## config.mk

```make
export PLATFORM = sky130hd
export DESIGN_NAME = rvq_reduce_cell
export DESIGN_NICKNAME = d
export VERILOG_FILES = /design/src/rtl/rvq_pkg.sv /design/src/rtl/rvq_reduce_cell.sv
export SDC_FILE = /design/constraint.sdc
export NUM_CORES = 1
export LEC_CHECK = 0
export BUFFER_PORTS_ARGS = -buffer_cell sky130_fd_sc_hd__buf_4
export CAP_MARGIN = 20
export CORE_AREA = 2 2 182 184
export CTS_BUF_LIST = sky130_fd_sc_hd__clkbuf_8
export CTS_CLUSTER_DIAMETER = 100
export DETAILED_ROUTE_END_ITERATION = 8
export DIE_AREA = 0 0 184 186
export PLACE_DENSITY = 0.74
export SYNTH_ARGS = -nofsm -noshare
export SYNTH_HDL_FRONTEND = slang
export SYNTH_SLANG_ARGS = --single-unit
```

## constraint.sdc

```tcl
create_clock -name aclk -period 6.6 [get_ports aclk]
set_clock_uncertainty 0.2 [all_clocks]
set_input_delay 0.33 -clock aclk [delete_from_list [all_inputs] [get_ports aclk]]
set_output_delay 0.33 -clock aclk [all_outputs]
set_load 0.02 [all_outputs]
```

## src/rtl/rvq_pkg.sv

```systemverilog
// ---------------------------------------------------------------------------
// rvq_pkg
// Shared types, constants and functions of the rotation vector to
// quaternion pipeline.
// ---------------------------------------------------------------------------
package rvq_pkg;

    localparam logic [63:0]        TWO_PI_Q60   = 64'h6487ED5110B4611A;
    localparam logic [63:0]        PI_Q60       = TWO_PI_Q60 >> 1;
    localparam logic [63:0]        HALF_PI_Q60  = TWO_PI_Q60 >> 2;
    localparam logic [63:0]        GAIN_INV_Q62 = 64'd2800459870029452965;
    localparam logic [63:0]        ONE_Q60      = 64'd1 << 60;
    localparam logic signed [31:0] ONE_Q30      = 32'sd1073741824;
    localparam logic [31:0]        ONE_Q30_MAG  = 32'd1073741824;
    localparam logic [31:0]        LIMIT_RESET  = 32'd28147;

    typedef struct packed {
        logic signed [31:0] rot_x;
        logic signed [31:0] rot_y;
        logic signed [31:0] rot_z;
    } rvq_rot_t;

    typedef struct packed {
        logic signed [31:0] quat_w;
        logic signed [31:0] quat_x;
        logic signed [31:0] quat_y;
        logic signed [31:0] quat_z;
        logic               used_small_angle;
    } rvq_quat_t;

    // Fields that ride along with an item through every cell.
    typedef struct packed {
        rvq_rot_t           rot;
        logic               small_path;
        logic [31:0]        root;
        logic signed [31:0] w;
        logic [2:0]         neg;
    } rvq_side_t;

    typedef struct packed {
        logic [63:0] rem;
        logic [63:0] res;
    } rvq_sqrt_t;

    typedef struct packed {
        logic [63:0] acc;
    } rvq_red_t;

    typedef struct packed {
        logic signed [63:0] x;
        logic signed [63:0] y;
        logic signed [63:0] z;
        logic               flip;
    } rvq_cordic_t;

    typedef struct packed {
        logic [2:0][63:0] rem;
        logic [2:0][31:0] quo;
    } rvq_div_t;

    // atan(2^-i) in Q60 by a truncated power series; evaluated at elaboration.
    function automatic logic signed [63:0] atan_pow2_q60(input int unsigned i);
        logic [63:0] acc;
        logic [63:0] term;
        int unsigned sh;
        acc = '0;
        if (i == 0) begin
            return signed'(TWO_PI_Q60 >> 3);
        end
        if (i > 60) begin
            return '0;
        end
        for (int unsigned k = 0; k < 64; k++) begin
            sh = i * (2 * k + 1);
            if (sh <= 60) begin
                term = (ONE_Q60 >> sh) / 64'(2 * k + 1);
                acc  = (k % 2 == 1) ? acc - term : acc + term;
            end
        end
        return signed'(acc);
    endfunction

endpackage

```

## src/rtl/rvq_reduce_cell.sv

```systemverilog
// ---------------------------------------------------------------------------
// rvq_reduce_cell
// One step of the half-angle reduction modulo two pi in Q60.
// ---------------------------------------------------------------------------
module rvq_reduce_cell import rvq_pkg::*; #(
    parameter int BIT   = 0,
    parameter int FRAC  = 24,
    parameter bit FINAL = 1'b0
) (
    input  logic      aclk,
    input  logic      aresetn,
    input  logic      en,
    input  logic      in_valid,
    input  rvq_red_t  in_data,
    input  rvq_side_t in_side,
    output logic      out_valid,
    output rvq_red_t  out_data,
    output rvq_side_t out_side
);

    logic      valid_reg;
    rvq_red_t  data_reg, data_next;
    rvq_side_t side_reg;
    logic [63:0] sum, once;

    if (FINAL) begin : g_final
        // The fraction of the half angle joins last; one subtraction suffices.
        always_comb begin
            sum  = in_data.acc + (64'(in_side.root[FRAC:0]) << (59 - FRAC));
            once = sum;
            data_next.acc = (sum >= TWO_PI_Q60) ? sum - TWO_PI_Q60 : sum;
        end
    end else begin : g_bit
        localparam int IDX = BIT + FRAC + 1;
        always_comb begin
            sum  = {in_data.acc[62:0], 1'b0} + (in_side.root[IDX] ? ONE_Q60 : 64'd0);
            once = (sum >= TWO_PI_Q60) ? sum - TWO_PI_Q60 : sum;
            data_next.acc = (once >= TWO_PI_Q60) ? once - TWO_PI_Q60 : once;
        end
    end

    always_ff @(posedge aclk) begin
        if (!aresetn) begin
            valid_reg <= 1'b0;
        end else if (en) begin
            valid_reg <= in_valid;
        end
    end

    always_ff @(posedge aclk) begin
        if (en) begin
            data_reg <= data_next;
            side_reg <= in_side;
        end
    end

    assign out_valid = valid_reg;
    assign out_data  = data_reg;
    assign out_side  = side_reg;

endmodule

```

[Word level (Yosys, flattened, before mapping)]
Index checks and enable logic that the tools add are counted.
Widths: inputs -> output; s select.
Storage, ports and cells
  bits in registers: 229
  input bits: 232
Cells by class
  add/subtract/negate cells: 3
  $lt $le $gt $ge: 2
  multiplexer cells: 3
Operators with widths (count)
  $ge 64x63->1 const B: 2
  $mux 64: 2
  $sub 64x63->64 const B: 2
  $add 64x61->64: 1
  $mux 61: 1

[Longest topological paths before layout]
Gate-level depths: netlist (run 1).
  depth after elaboration: 6
  depth in mapped cells: 25
  depth with buffers taken out: 19

[Worst setup path after synthesis (run 1)]
No wires, ideal clock.
  kind: input-to-reg
  start: in in_data[50] (netlist name)
  end: reg data_reg, in the netlist out_data[59] (data pin)
  library setup time: 0.262 ns
  data arrival time: 4.963 ns
  required time: 6.138 ns
  setup slack: 1.176 ns
  stages on the path: 22
  path buffers: 6
  cell sequence: clkbuf_2 or4_4 a221oi_4 o21ai_2 nor3_4 buf_2 buf_2 buf_6 clkbuf_1 buf_1 xnor2_1 inv_1 ha_1 inv_1 o31ai_1 a311o_1 a211oi_2 a211oi_1 o21ai_1 a21oi_1 o211ai_1 xnor2_1
RTL lines
  start, declared: RTL line rvq_reduce_cell.sv:14  | input rvq_red_t in_data,
  end signal, assigned: RTL line rvq_reduce_cell.sv:52  | data_reg <= data_next;
  end, declared: RTL line rvq_reduce_cell.sv:22  | rvq_red_t data_reg, data_next;

==> impl_metrics.yaml, run 1 <==
timing:
  max_freq_mhz: 159.7
  min_period_over_period: 0.9490
  worst_slew_pin_slew_ps: 949.4
  tns_ps: 0
  finalSetupViolations: 0
  hold_viol_final: 0
  period_needed_ps: 6264
  rsz0062_at_grt: "no"
  slew_headroom: 0.3628
  slew_viol_final: 0
clock_tree:
  cts_made_buffers: 36
  htreeDepth: 2
  insertion_delay_ps: 520
  clkTransAtPathRegs_ps: 60
  cts_tree: "done"
  clock-sinks: 228
  clockBufferDepth: 3
  cts_root_buf: "clkbuf_8"
floorplanning:
  coreArea_mm2: 0.03221
  num_io_pins: 461
  row_count: 66
  start_util: 0.4047
  die_w_um: 184
  die-area_mm2: 0.03422
  die_h_um: 186
critical_path:
  crit_path_start_kind: "primary input"
  cp_max_fo: 23
  critical_path_arrival_ps: 6320
  path_class: "primary input to register"
  end_kind: "register"
  worstPathRequired_ps: 6660
synth:
  syn_area_mm2: 0.01304
  synth_nets: 1409
  ys_warn_count: 0
  synth.avg_cell_area_um2: 11.13
  ys_ff_latch: 228
  synth_top_area_share: 0.5229
  async_flop_share: 0
  synth_cell_types: 111
  synth_largest_area_cell: "edfxtp_1"
  netlist_top_cells_area: "edfxtp_1 (52%), xnor2_1 (5.8%), nand2_1 (2.7%)"
  ys_seq_area_frac: 0.5245
  syn_inst: 1171
  ys.flop_type: "edfxtp_1"
  synth_edf_count: 227
worst_hold_path:
  hold_class: "primary input to register"
cells_and_area:
  drive_gt1_frac: 0.3261
  final_cell_mix: "buf_4 (482), edfxtp_1 (227), dlygate4sd3_1 (168), nand2_1 (95), xnor2_1 (86)"
  final_core_util: 0.5989
  final_common_cell: "buf_4"
  nets: 2041
  syn2layout_area_growth_pct: 47.96
routing:
  vias_per_cell: 5.665
  antenna_left: 0
  wl_per_cell_um: 24.42
  drcViolationCount: 0
  firstDrtPassIters: 6
  drt-total-wl_mm: 54.74
  vias: 12700
  drt_iter0_markers: 1375
global_route:
  globalRouteOverflowTotal: 0
  grt_pass1_vias: 12080
  grt_pass1_wl_mm: 77.28
  antenna_found_initial: 3
  grt_use_total: 0.3056
  grt_max_degree: 97
power_and_ir_drop:
  vdd_drop_max_mv: 0.1219
  cellLeakagePower_nw: 7.670
  p_per_area_mw_per_mm2: 240.4
placed_design:
  place_congestion: 0.9456
  dpl.hpwl_mm: 40.59
  io_buffers: 458
outcome:
  status: "finished, final reports clean"
run:
  max_cap_violations: 0
## cells in the mapped netlist (9+ instances only)
| library cell | n |
|---|---|
| and3_1 | 14 |
| a31oi_1 | 16 |
| or3_1 | 14 |
| nor2b_1 | 9 |
| a211oi_1 | 13 |
| a21oi_1 | 63 |
| xor2_1 | 39 |
| edfxtp_1 | 227 |
| xnor2_1 | 86 |
| and2_1 | 16 |
| inv_1 | 27 |
| buf_4 | 9 |
| nand2b_1 | 13 |
| o211ai_1 | 12 |
| nand4_1 | 20 |
| o31ai_1 | 10 |
| nand2_1 | 95 |
| clkbuf_1 | 24 |
| buf_2 | 16 |
| a21o_1 | 10 |
| o21ai_1 | 11 |
| nor4_1 | 16 |
| nand3b_1 | 14 |
| o21ai_0 | 47 |
| nand3_1 | 32 |
| nor2_1 | 78 |
| nor3_1 | 40 |
## layer usage
layer  GRT usage  vias to the layer above  part of all wire  wire length, um
met5           0                        -           0.00022               12
met4      0.1491                        2             0.051             2809
met3     0.06202                      137             0.081             4445
met2      0.4836                      670              0.46            25160
met1      0.4013                     6134              0.41            22310
li1            -                     5757                 -                -
## worst paths after layout
check                           slack [ps]            to        start  cells after the start
worst max register to register        5240     out_valid    out_valid                      3
worst max-delay path                   340  out_data[10]  in_side[60]                     19
worst min register to register         890     out_valid    out_valid                      3
worst min-delay path                    60  out_data[12]  in_data[11]                      3
## kinds of logic after synthesis
family,Yosys count,share of synthesized area
AND/OR/NAND/NOR,422,0.1791
buffers and inverters,89,0.03571
AO/OA/AOI/OAI,294,0.1656
flip-flops,228,0.5245
adder cells (fa/ha/maj),6,0.005759
XOR/XNOR,126,0.08524
multiplexers,5,0.003840
other,1,0.0002877
## stage by stage
stage	instances	setup slack [ps]	instance area, um^2	power [mW]	hold slack, ps
2_1_floorplan	1171	1176	13040	2.691	228.9
3_3_place_gp	2003	585.9	16870	3.346	308.3
3_5_place_dp	2004	442.7	16880	3.358	309.2
4_1_cts	2238	472.7	19250	4.616	17.43
5_1_grt	2241	15.30	19280	4.804	64.07
6_report	2242	336.3	19290	4.636	58.90
## layout make-up
cell class | instances | area [um^2]
Antenna cell | 3 | 7.507
Timing Repair Buffer | 656 | 5406
Sequential cell | 228 | 6837
Inverter | 27 | 101.3
Clock inverter | 27 | 150.1
Multi-Input combinational cell | 854 | 5738
Clock buffer | 39 | 536.8
Tap cell | 408 | 510.5
Fill cell | 2675 | 12920
## power by group
part | total (mW) | leakage, nW | internal [mW] | switching [mW]
combinational | 1.56 | 5.05 | 0.639 | 0.919
clock | 1.19 | 0.393 | 0.592 | 0.596
sequential | 1.89 | 2.23 | 1.83 | 0.0628
## state kept, by name, indices dropped and copies added, names as in the netlist
register and flops:
out_side 164, out_data 63, out_valid 1
## worst max-delay path, cell delays in order
cell           delay, ps
dlygate4sd3_1        540
buf_4                140
ha_1                 350
nor4_1               400
nand4_1              250
nor4b_1              430
a21boi_4             450
nor3_4               140
buf_16               200
buf_12               160
or3_1                420
and2_1               200
nor3_1               160
or4bb_1              570
nor4_2               320
a311oi_1             330
a211oi_1             400
a311o_1              180
or3b_1               340
## timing repair
action	in CTS	in global routing
hold buffers	168	0
endpoints found under the hold margin	167	0
setup buffers	0	0
endpoints found under the setup margin	0	1
gates resized for setup	0	1
(Power assumes the default switching activity.)
==> inputs of run 2 (changes only) <==
Settings changed: RECOVER_POWER set to 25.
==> impl_metrics.yaml, run 2 (synthesis results as in run 1) <==
outcome:
  status: "complete, but fails checks"
  violations: "capacitance limit, slew limit"
cells_and_area:
  largest_reg_flops: 164
  final_common_cell: "buf_4"
  nets: 2041
  syn2layout_area_growth_pct: 47.57
  final_cell_mix: "buf_4 (322), edfxtp_1 (227), dlygate4sd3_1 (168), clkbuf_4 (150), nand2_1 (95)"
  drive_gt1_frac: 0.3200
floorplanning:
  die-area_mm2: 0.03422
  row_count: 66
  die_h_um: 186
  start_util: 0.4047
  coreArea_mm2: 0.03221
  num_io_pins: 461
  die_w_um: 184
power_and_ir_drop:
  sw_frac_of_total: 0.3405
  vdd_drop_max_mv: 0.1259
  p_sw_mw: 1.577
  cellLeakagePower_nw: 7.597
  combPwrFrac: 0.334
  power.internal_mw: 3.055
  power_frac_clock: 0.257
  seqPwrFrac: 0.409
  p_per_area_mw_per_mm2: 240.8
critical_path:
  crit_path_start_kind: "primary input"
  end_kind: "register"
  critical_path_arrival_ps: 6310
  worstPathRequired_ps: 6660
  crit_chain: "dlygate4sd3_1 -> clkbuf_4 -> ha_1 -> nor4_1 -> nand4_1 -> nor4b_1 -> a21boi_4 -> nor3_4 -> buf_16 -> buf_12 -> or3_1 -> and2_1 -> nor3_1 -> or4bb_1 -> nor4_2 -> a311oi_1 -> a211oi_1 -> a311o_1 -> or3b_1"
  cpMaxStageDelayCell: "or4bb_1"
  cp_max_fo: 23
  cp_slowest_stage_delay_ps: 570
  path_class: "primary input to register"
timing:
  finalSetupViolations: 0
  slew_headroom: -2.453
  hold_slack_ps: 60.42
  hold_viol_final: 0
  period_needed_ps: 6248
  slew_viol_final: 97
  worst_slew_pin_slew_ps: 5179
  min_period_over_period: 0.9466
  tns_ps: 0
  max_freq_mhz: 160.1
  rsz0062_at_grt: "no"
clock_tree:
  clkTransAtPathRegs_ps: 60
  insertion_delay_ps: 520
  cts_made_buffers: 36
  cts_root_buf: "clkbuf_8"
  clockBufferDepth: 3
  clock-sinks: 228
  cts_setup_buffers: 0
  htreeDepth: 2
  cts_tree: "done"
placed_design:
  io_buffers: 458
  dpl.hpwl_mm: 40.59
  place_congestion: 0.9456
global_route:
  antenna_found_initial: 3
  grt_pass1_vias: 12080
  grt_pass1_wl_mm: 77.28
  globalRouteOverflowTotal: 0
  grt_max_degree: 97
  grt_use_total: 0.3056
routing:
  vias: 12690
  wl_per_cell_um: 24.35
  antenna_left: 0
  vias_per_cell: 5.664
  drcViolationCount: 0
  drt_iter0_markers: 1236
  firstDrtPassIters: 6
  drt-total-wl_mm: 54.57
run:
  max_cap_violations: 1
worst_hold_path:
  hold_class: "primary input to register"
-- run 2: power groups by stage --
stage	sequential (mW)	clock, mW	combinational (mW)
after global placement	1.91	0	1.44
final	1.89	1.19	1.55
after floorplan	2.14	0	0.554
after detailed placement	1.91	0	1.45
after global routing	1.91	1.26	1.63
after CTS	1.89	1.19	1.54
-- run 2: metrics by stage --
stage / instances / util / power (mW) / setup slack [ps] / instance area (um^2)
after floorplan: 1171 / - / 2.691 / 1176 / 13040
after global placement: 2003 / 0.5240 / 3.346 / 585.9 / 16870
after detailed placement: 2004 / 0.5241 / 3.358 / 442.7 / 16880
after CTS: 2238 / 0.5976 / 4.616 / 472.7 / 19250
after global routing: 2241 / 0.5973 / 4.799 / 10.99 / 19240
final: 2241 / 0.5973 / 4.631 / 352.2 / 19240
-- run 2: cell type report --
| class | count | area, um^2 |
|---|---|---|
| Sequential cell | 228 | 6837 |
| Tap cell | 408 | 510.5 |
| Inverter | 27 | 101.3 |
| Clock buffer | 39 | 536.8 |
| Timing Repair Buffer | 656 | 5358 |
| Clock inverter | 27 | 150.1 |
| Multi-Input combinational cell | 854 | 5738 |
| Fill cell | 2693 | 12970 |
| Antenna cell | 2 | 5.005 |
-- run 2: metal layers --
layer / track usage / vias to the layer above / share of wire
met3: 0.06202 / 131 / 0.082
met1: 0.4013 / 6125 / 0.41
li1: - / 5763 / -
met2: 0.4836 / 672 / 0.46
met5: 0 / - / 0.00022
met4: 0.1491 / 2 / 0.051
-- run 2: final timing paths --
| kind | slack (ps) | to | depth (start not counted) | from |
|---|---|---|---|---|
| max | 350 | out_data[10] | 19 | in_side[60] |
| min | 60 | out_data[12] | 3 | in_data[11] |
| max reg2reg | 5240 | out_valid | 3 | out_valid |
| min reg2reg | 890 | out_valid | 3 | out_valid |
-- run 2: timing repair --
| action | in CTS | in global routing |
|---|---|---|
| resized for setup | 0 | 1 |
| endpoints found under the setup margin | 0 | 1 |
| hold endpoints to repair | 167 | 0 |
| hold buffers | 168 | 0 |
-- run 2: worst max-delay path, delay by kind of cell --
| kind | cells | cell delay, ps |
|---|---|---|
| AO/OA/AOI/OAI | 4 | 1360 |
| AND/OR/NAND/NOR | 10 | 3210 |
| buffers and inverters | 4 | 1040 |
| adder cells (fa/ha/maj) | 1 | 350 |
==> inputs of run 3 (changes only) <==
Settings changed: CORE_AREA 2 2 182 184 to 2 2 180 182, DIE_AREA 0 0 184 186 to 0 0 182 184, PLACE_DENSITY 0.74 to 0.75.
Clock period 6.6 ns to 7.35 ns, I/O delays scaled along.
==> impl_metrics.yaml, run 3 (synthesis results as in run 1) <==
outcome:
  status: "finished, final reports clean"
timing:
  max_freq_mhz: 159.5
  tns_ps: 0
  rsz0062_at_grt: "no"
  period_needed_ps: 6271
  min_period_over_period: 0.8532
  slew_viol_final: 0
  hold_viol_final: 0
  finalSetupViolations: 0
  worst_slew_pin_slew_ps: 972.5
  hold_slack_ps: 50.49
  slew_headroom: 0.3457
clock_tree:
  cts_setup_buffers: 0
  insertion_delay_ps: 520
  cts_root_buf: "clkbuf_8"
  cts_tree: "done"
  hold_buffers: 167
  clockBufferDepth: 3
  cts_resized: 0
  htreeDepth: 2
  clkTransAtPathRegs_ps: 60
  cts_made_buffers: 38
  clock-sinks: 228
placed_design:
  io_buffers: 458
  dp_cells: 1986
  place_congestion: 0.9436
  dpl.hpwl_mm: 40.58
cells_and_area:
  multiInputGateArea_mm2: 0.005733
  syn2layout_area_growth_pct: 47.01
  final_cell_mix: "buf_4 (309), edfxtp_1 (227), dlygate4sd3_1 (167), clkbuf_4 (160), nand2_1 (95)"
  nets: 2030
  final_cells: 2227
  largest_reg_flops: 164
  nFillCells: 2562
  regArea_mm2: 0.006837
  drive_gt1_frac: 0.3198
  final_common_cell: "buf_4"
critical_path:
  path_class: "primary input to register"
  worstPathRequired_ps: 7410
  cp_max_fo: 28
  end_kind: "register"
  critical_path_arrival_ps: 6330
  crit_path_start_kind: "primary input"
routing:
  vias_per_cell: 5.687
  firstDrtPassIters: 5
  antenna_left: 0
  drt_iter0_markers: 1241
  vias: 12670
  drcViolationCount: 0
  wl_per_cell_um: 24.54
  drt-total-wl_mm: 54.65
power_and_ir_drop:
  p_per_area_mw_per_mm2: 218.0
  cellLeakagePower_nw: 7.570
  p_sw_mw: 1.411
  power.internal_mw: 2.766
  power_frac_clock: 0.265
  vdd_drop_max_mv: 0.1064
  seqPwrFrac: 0.405
  combPwrFrac: 0.330
  sw_frac_of_total: 0.3378
global_route:
  grt_pass1_wl_mm: 79.45
  gr-usage-met2: 0.5072
  grt_max_degree: 122
  grt-busiest-layer: "met2"
  use_met1: 0.4188
  globalRouteOverflowTotal: 0
  grt_pass1_vias: 12180
  antenna_found_initial: 3
  grt_use_met3: 0.06200
  grt_use_total: 0.3163
floorplanning:
  start_util: 0.4152
  die_h_um: 184
  die_w_um: 182
  die-area_mm2: 0.03349
  num_io_pins: 461
  row_count: 65
  coreArea_mm2: 0.03139
run:
  max_cap_violations: 0
worst_hold_path:
  hold_class: "primary input to register"
run 3: cell types whose count changed in the layout (fill, tap and decap cells not counted), sizes merged:
cell,previous run,this run
buf,327,311
bufinv,1,2
clkbuf,200,203
clkinv,14,17
diode,2,5
dlygate4sd3,168,167
dlymetal6s2s,0,1
inv,38,36
run 3: power by group through the flow:
stage	logic (mW)	registers, mW	clock network, mW
after floorplan	0.497	1.92	0
after global placement	1.28	1.71	0
after detailed placement	1.29	1.71	0
after CTS	1.37	1.69	1.12
after global routing	1.45	1.71	1.18
final	1.38	1.69	1.11
run 3: critical path, stage by stage:
cell and delay [ps]:
dlygate4sd3_1 540, clkbuf_1 110, ha_1 350, nor4_1 370, nand4_1 270, nor4b_1 390, a21boi_4 450, nor3_4 180
buf_4 260, o41ai_2 350, nor3_1 110, or3_4 450, a211oi_4 290, nor2_2 60, a311oi_1 760, nand2_1 400
buf_12 280, o211a_1 170, xnor2_1 140
run 3: layout make-up:
class,instances,share of cell area
flip-flops and latches,228,0.3568
multi-input cells,854,0.2992
repair buffers,643,0.2742
clock buffers,39,0.02801
well taps,402,0.02625
clock inverters,29,0.009663
inverters,27,0.005289
diodes,5,0.0006529
run 3: final timing paths:
kind,start,endpoint,slack (ps),depth (start not counted)
max,in_side[60],out_data[48],1080,19
min,in_data[6],out_data[7],50,2
min reg2reg,out_valid,out_valid,920,3
max reg2reg,out_valid,out_valid,5950,3
run 3: per-layer routing:
metal / vias up / share of wire
li1: 5745 / -
met1: 6135 / 0.41
met2: 663 / 0.46
met3: 120 / 0.076
met5: - / 0.00022
met4: 2 / 0.045
run 3: through the flow:
| stage | power [mW] | setup slack, ps | utilization | area (um^2) |
|---|---|---|---|---|
| floorplan | 2.417 | 1888 | - | 13040 |
| finish | 4.177 | 1079 | 0.6104 | 19160 |
| detailed placement | 3.001 | 1075 | 0.5339 | 16760 |
| global route | 4.333 | 794.6 | 0.6102 | 19160 |
| global placement | 2.989 | 1121 | 0.5339 | 16760 |
| CTS | 4.180 | 1157 | 0.6101 | 19150 |
